File: src/sv/bqef_pkg.sv
// bqef_pkg: shared types, constants and helpers for the billboard quad expander
// used by every module of the block but bqef_checker; depends on nothing
package bqef_pkg;

  localparam int unsigned CfgIdxW = 3;
  localparam int unsigned FadeQW  = 16;  // quotient bits of both fade dividers
  localparam int unsigned LifeW   = 24;
  localparam int unsigned SumW    = 56;  // squared eye distance
  localparam int unsigned DistW   = SumW / 2;
  localparam int unsigned NfW     = 32;  // near-fade divider width

  typedef enum logic [CfgIdxW-1:0] {
    CFG_EYE_X, CFG_EYE_Y, CFG_EYE_Z, CFG_TGT_X, CFG_TGT_Y, CFG_TGT_Z, CFG_RADIUS
  } cfg_idx_e;

  localparam logic [31:0] TargetZReset = 32'h0001_0000;
  localparam logic [30:0] RadiusReset  = 31'd6553600;
  localparam logic [1:0]  KindEffect   = 2'd2;
  localparam logic [LifeW-1:0] LifeTiny = 24'd65;
  localparam logic [LifeW-1:0] LifeOne  = 24'd65536;
  localparam logic [16:0] FadeOne = 17'h1_0000;

  // per-corner tables, bit k for vertex k
  localparam logic [5:0] CornerRNeg = 6'b001011;
  localparam logic [5:0] CornerUNeg = 6'b101001;
  localparam logic [5:0] CornerTexU = 6'b110100;
  localparam logic [5:0] CornerTexV = 6'b101001;
  localparam logic [2:0] LastVertex = 3'd5;

  typedef struct packed {
    logic [2:0][31:0] r;
    logic [2:0][31:0] u;
  } basis_t;

  typedef struct packed {
    logic [2:0][31:0] pos;
    logic [31:0]      color;
    logic [2:0][32:0] rs;
    logic [2:0][32:0] us;
  } geo_t;

  typedef struct packed {
    geo_t            geo;
    logic            near_en;
    logic            full;
    logic [SumW-1:0] sum;
  } lp_t;

  typedef struct packed {
    geo_t        geo;
    logic        near_en;
    logic [16:0] fade_l;
  } sp_t;

  typedef struct packed {
    geo_t        geo;
    logic        in_band;
    logic [16:0] fade_l;
  } np_t;

  function automatic logic [31:0] sat32(logic signed [34:0] s);
    logic [31:0] res;
    if (s[34:31] == 4'b0000 || s[34:31] == 4'b1111) res = s[31:0];
    else if (s[34]) res = 32'h8000_0000;
    else res = 32'h7FFF_FFFF;
    return res;
  endfunction

endpackage

File: src/sv/bqef_div_pipe.sv
// bqef_div_pipe: pipelined restoring divider, one quotient bit per stage
// carries a payload beside the quotient; uses bqef_pkg
module bqef_div_pipe import bqef_pkg::*; #(
  parameter int unsigned NW = 24,
  parameter int unsigned QW = FadeQW,
  parameter int unsigned PW = 1
) (
  input  logic          clk_i,
  input  logic          rst_ni,
  input  logic          adv_i,
  input  logic          valid_i,
  input  logic [NW-1:0] rem_i,   // must be below den_i
  input  logic [NW-1:0] den_i,
  input  logic [PW-1:0] pay_i,
  output logic          valid_o,
  output logic [QW-1:0] quo_o,
  output logic [PW-1:0] pay_o
);

  logic          vld_q [QW];
  logic [NW-1:0] rem_q [QW];
  logic [NW-1:0] den_q [QW];
  logic [QW-1:0] quo_q [QW];
  logic [PW-1:0] pay_q [QW];

  for (genvar i = 0; i < QW; i++) begin : g_st
    logic          v_in;
    logic [NW-1:0] rem_in, den_in;
    logic [QW-1:0] quo_in;
    logic [PW-1:0] pay_in;
    logic [NW:0]   trial;
    logic          ge;

    if (i == 0) begin : g_first
      assign v_in   = valid_i;
      assign rem_in = rem_i;
      assign den_in = den_i;
      assign quo_in = '0;
      assign pay_in = pay_i;
    end else begin : g_next
      assign v_in   = vld_q[i-1];
      assign rem_in = rem_q[i-1];
      assign den_in = den_q[i-1];
      assign quo_in = quo_q[i-1];
      assign pay_in = pay_q[i-1];
    end

    assign trial = {rem_in, 1'b0};
    assign ge    = trial >= {1'b0, den_in};

    always_ff @(posedge clk_i or negedge rst_ni) begin
      if (!rst_ni) vld_q[i] <= 1'b0;
      else if (adv_i) vld_q[i] <= v_in;
    end

    always_ff @(posedge clk_i) begin
      if (adv_i) begin
        rem_q[i] <= ge ? NW'(trial - {1'b0, den_in}) : trial[NW-1:0];
        den_q[i] <= den_in;
        quo_q[i] <= {quo_in[QW-2:0], ge};
        pay_q[i] <= pay_in;
      end
    end
  end

  assign valid_o = vld_q[QW-1];
  assign quo_o   = quo_q[QW-1];
  assign pay_o   = pay_q[QW-1];

endmodule

File: config.mk
export PLATFORM = sky130hd
export DESIGN_NAME = bqef_div_pipe
export DESIGN_NICKNAME = d
export VERILOG_FILES = /design/src/sv/bqef_pkg.sv /design/src/sv/bqef_div_pipe.sv
export SDC_FILE = /design/constraint.sdc
export NUM_CORES = 2
export LEC_CHECK = 0
export BUFFER_PORTS_ARGS = -buffer_cell sky130_fd_sc_hd__buf_4
export CORE_ASPECT_RATIO = 0.75
export CORE_MARGIN = 2
export CORE_UTILIZATION = 30
export DETAILED_ROUTE_END_ITERATION = 8
export REMOVE_ABC_BUFFERS = 1
export SLEW_MARGIN = 20
export SYNTH_ARGS = -nofsm -noshare
export SYNTH_HDL_FRONTEND = slang
export SYNTH_SLANG_ARGS = --single-unit
File: constraint.sdc
create_clock -name clk_i -period 3.57 [get_ports clk_i]
set_clock_uncertainty 0.05 [all_clocks]
set_input_delay 0.1785 -clock clk_i [delete_from_list [all_inputs] [get_ports clk_i]]
set_output_delay 0.1785 -clock clk_i [all_outputs]
set_load 0.005 [all_outputs]
== After elaboration in Yosys (flattened, before gate mapping) ==
Memory sizes are Yosys's and may differ from the RTL's.
Cells that the tools add are included.

* Add/subtract/negate cells: 16
* $lt $le $gt $ge: 16
* Muxes and demuxes: 18

{| class="wikitable"
|+ Operators with widths
! cell !! count
|-
| $ge 25x24->1 || 16
|-
| $mux 24 || 16
|-
| $sub 24x24->24 || 16
|-
| $mux 1 || 2
|}

* Flip-flop bits (word level): 16
* Memory bits (writable): 1,040
* Input bits: 53
* Output and inout bits: 18
* Logic and storage cells: 70
* Memories: 4

{| class="wikitable"
|+ Memory list
! memory !! depth !! bits a word !! rd ports !! clocked after memory_dff !! wr ports !! RTL line !! text
|-
| den_q || 16 || 24 || 15 || 0 || 16 || bqef_div_pipe.sv:22 || <nowiki>logic [NW-1:0] den_q [QW];</nowiki>
|-
| rem_q || 16 || 24 || 15 || 0 || 16 || bqef_div_pipe.sv:21 || <nowiki>logic [NW-1:0] rem_q [QW];</nowiki>
|-
| quo_q || 16 || 16 || 16 || 0 || 16 || bqef_div_pipe.sv:23 || <nowiki>logic [QW-1:0] quo_q [QW];</nowiki>
|-
| pay_q || 16 || 1 || 16 || 0 || 16 || bqef_div_pipe.sv:24 || <nowiki>logic [PW-1:0] pay_q [QW];</nowiki>
|}

== Depth between registers and ports, before layout ==
An unclocked memory read counts as a cell.

* Word-level depth: 3
* Mapped depth: 14
* Mapped depth without buffers: 12

== Worst setup path before layout ==
OpenSTA, ideal clock, no wires.

* Path kind: register to register
* Start: mem den_q[11][1]
* End: mem rem_q[12][6], in the netlist rem_q[1][102], data pin
* Library setup time: 0.260 ns
* Arrival time: 3.184 ns
* Data required time: 3.260 ns
* Path slack: 0.076 ns
* Stages on the path, launching flop included: 14
* Buffers on the path: 1
* Period minus slack after synthesis: 3.494 ns
* Cell sequence: edfxtp_1 -> inv_1 -> ha_1 -> nor2b_1 -> o31a_1 -> o311ai_2 -> a221oi_2 -> o211ai_2 -> a21oi_2 -> a41oi_2 -> a21oi_1 -> a2111oi_4 -> buf_6 -> mux2_2

{| class="wikitable"
|+ RTL lines
! element !! RTL line
|-
| from (decl) || bqef_div_pipe.sv:22
|-
| to (decl) || bqef_div_pipe.sv:21
|}

==> flow_metrics.tcl <==
set metrics [dict create \
    status "complete, but fails checks" \
    failed_checks "negative setup slack" \
    cp_slowest_stage_delay_ps 400 \
    cts_root_buf "clkbuf_16" \
    core_um2 165000 \
    synth_edf_count 872 \
    power_density_nw_per_um2 864 \
    final-setup-viol-count 7 \
    top_usage_layer "met2" \
    drc 0 \
    gp_congestion 0.907 \
    grt_start_max_net_pins 103 \
    synth_area_leaders "edfxtp_1, ha_1, mux2_2" \
    clock.fmax_mhz 278 \
    antenna_found_initial 1 \
    grtUsageTotal 0.116 \
    ys_top_cells_by_count "edfxtp_1, inv_1, ha_1" \
    grt_overflow 0 \
    hold_violations 0 \
    seq_power_share 0.331 \
    hold_ws_ps 126 \
    cp_cell_sequence "ha_1 > nor2b_4 > o31a_1 > o31ai_2 > buf_4 > a211oi_4 > o311a_1 > o21ai_2 > nand2b_1 > a31o_1 > a41oi_4 > buf_12 > clkbuf_16 > mux2_2" \
    grt_pass1_wl_um 162000 \
    initial_core_util 0.301 \
    min_to "pay_q[0]$_DFFE_PP_" \
    placed_cells 6519 \
    met3_usage 0.0205 \
    slowest_stage "edfxtp_1" \
    sw_frac_of_total 0.340 \
    nets 5000 \
    first_pass_iters 8 \
    regToRegEndpoint "rem_q[0][81]$_DFFE_PP_" \
    ys_ff_latch 888 \
    instances_no_fill 6793 \
    synth-async-reset-ratio 0.0180 \
    setup_slack_ps -31.6 \
    cellLeakagePower_nw 24.1 \
    use_met2 0.207 \
    syn_area_um2 49600 \
    met1_usage 0.136 \
    relSlewSlack 0.503 \
    syn_inst 4156 \
    min_period_ps 3600 \
    hold_depth 2 \
    clkLatencyLatePin_ps 730 \
    p_switching_w 0.0173 \
    std_cell_rows 129 \
    boundaryPins 71 \
    grt_pass1_vias 32300 \
    cp_max_fo 5 \
    dp_hpwl_um 72600 \
    drive_gt1_frac 0.169 \
    maxCapViolCount 0 \
    via_count 31800 \
    rsz0062_at_grt "true" \
    finalInstanceArea_um2 59100 \
    drtAntennaViolNets 0 \
    r2r_cells 14 \
    syn_to_final_growth_pct 19.1 \
    ys.warnings.count 0 \
    synth_top_area_frac 0.528 \
    slew_violations 0 \
    min_from "pay_i" \
    die-area_um2 169000 \
    peakVddDrop_mv 0.433 \
    first_iter_violations 1575 \
    yosys_most_used_dff "edfxtp_1" \
    tritoncts "yes" \
    synth_area_per_cell_um2 11.9 \
    wl_per_cell_um 14.7 \
    timing.final.crit_share 1.01 \
    seq_area_frac_synth 0.536 \
    cts_buffer_depth 3 \
    wl_um 99900 \
    yosysUniqueCellTypes 88 \
    cp.required_ps 3990 \
    synth_top_area_cell "edfxtp_1" \
    hp-class "input pin to register" \
    viasPerCell 4.68 \
    die_y_um 356 \
    io_buffers 70 \
    die-width_um 474 \
    cts_buffers 99 \
    cts-htree-levels 3 \
    cp-end-kind "register" \
    rr_startpoint "rem_q[0][48]$_SDFFCE_PN0P_" \
    intPower_w 0.0337 \
    clk_transition_reported_paths_ps 60 \
    clkSinkCount 888 \
    final_core_util 0.359 \
    worstPathArrival_ps 4020 \
    placed_area_um2 54400 \
    worst_pin_slew_ps 738 \
    pwr-share-clk 0.199 \
    p_comb_frac 0.470 \
    yosysMostFrequentCell "edfxtp_1" \
    cp-start-kind "register" \
    criticalPathCategory "register to register" \
    reg2reg_slack_ps -30 \
]
how the worst max path moves through the flow:
stage / start / to / slack [ps] / cells past startpoint
after floorplan: rem_q[0][9]$_DFFE_PP_ / rem_q[0][27]$_DFFE_PP_ / -1330 / 9
after global placement: rem_q[1][96]$_SDFFCE_PN0P_ / rem_q[1][126]$_DFFE_PP_ / -420 / 14
after detailed placement: rem_q[1][96]$_SDFFCE_PN0P_ / rem_q[1][131]$_DFFE_PP_ / -380 / 14
after CTS: rem_q[0][48]$_SDFFCE_PN0P_ / rem_q[0][90]$_DFFE_PP_ / -80 / 14
after global routing: rem_q[0][48]$_SDFFCE_PN0P_ / rem_q[0][81]$_DFFE_PP_ / -140 / 14
final: rem_q[0][48]$_SDFFCE_PN0P_ / rem_q[0][81]$_DFFE_PP_ / -30 / 14
kinds of logic (layout without fill, tap and decap cells):
kind of cell / Yosys count / in the layout / synth area share
buffers and inverters: 536 / 1011 / 0.0415
muxes: 273 / 273 / 0.0627
other: 0 / 1 / 0
and+or+nand+nor: 808 / 808 / 0.0786
DFF: 888 / 888 / 0.536
AOI/OAI and AO/OA: 962 / 962 / 0.128
xor gates and xnor gates: 291 / 291 / 0.0514
adders and majority gates: 398 / 398 / 0.103
area by class of cell:
class,instances,area [um2]
Antenna cell,1,2.50
Clock inverter,57,602
Fill cell,15900,106000
Clock buffer,126,2650
Tap cell,2161,2700
Multi-Input combinational cell,2732,21400
Inverter,474,1780
Timing Repair Buffer,354,3340
Sequential cell,888,26600
sequential cells by signal, indices dropped and copies added, names as in the netlist:
name,cells
g_st.v_in,15
rem_q,360
valid_o,1
quo_q,136
den_q,360
pay_q,16
stage by stage:
step / worst slack [ps] / TNS, ps / total power [W]
after floorplan: -1330 / -90510 / 0.0334
after global placement: -423 / -16810 / 0.0392
after detailed placement: -382 / -19350 / 0.0395
after CTS: -79.8 / -1080 / 0.0507
after global routing: -138 / -5640 / 0.0548
final: -31.6 / -68.4 / 0.0510
cells in the final DEF (no fill, tap or decap), drive strengths merged, types with 21 or more instances in the layout:
master	instances
edfxtp	872
inv	476
ha	383
buf	296
a21oi	295
mux2	258
nor2	256
xnor2	201
o21ai	186
nand2	184
a21o	146
clkbuf	131
xor2	90
o21a	57
nor2b	57
nand3	55
dlygate4sd3	53
nand2b	49
nor3	48
clkinv	46
nand4	42
o21bai	40
a31oi	34
and3	22
or3	21
a21boi	21
o31ai	21
power by group through the flow:
stage          Combinational (W)  Clock [W]  Sequential, W
2_1_floorplan             0.0169          0         0.0164
3_3_place_gp              0.0221          0         0.0171
3_5_place_dp              0.0224          0         0.0171
4_1_cts                   0.0233     0.0105         0.0169
5_1_grt                   0.0266     0.0109         0.0172
6_report                  0.0240     0.0101         0.0169
repair_timing:
action                     CTS  global route
gates resized for setup     41            70
hold buffers                53             0
buffers inserted            10            21
gates cloned                 4             5
hold endpoints to repair   126             0
pin swaps                   12            18
setup endpoints to repair  144           219
worst max-delay path: cells and delay by family (launching register included):
family / cells / cell delay (ps)
DFF: 1 / 400
buffers and inverters: 3 / 480
muxes: 1 / 320
adders and majority gates: 1 / 330
AOI/OAI and AO/OA: 7 / 1520
and+or+nand+nor: 2 / 220
metal layers:
layer  vias to the layer above  part of all wire
li1                      16000                 -
met1                     14900              0.43
met2                       570              0.49
met3                       254             0.033
met4                         0             0.045
met5                         -                 0
(Power assumes the default switching activity.)
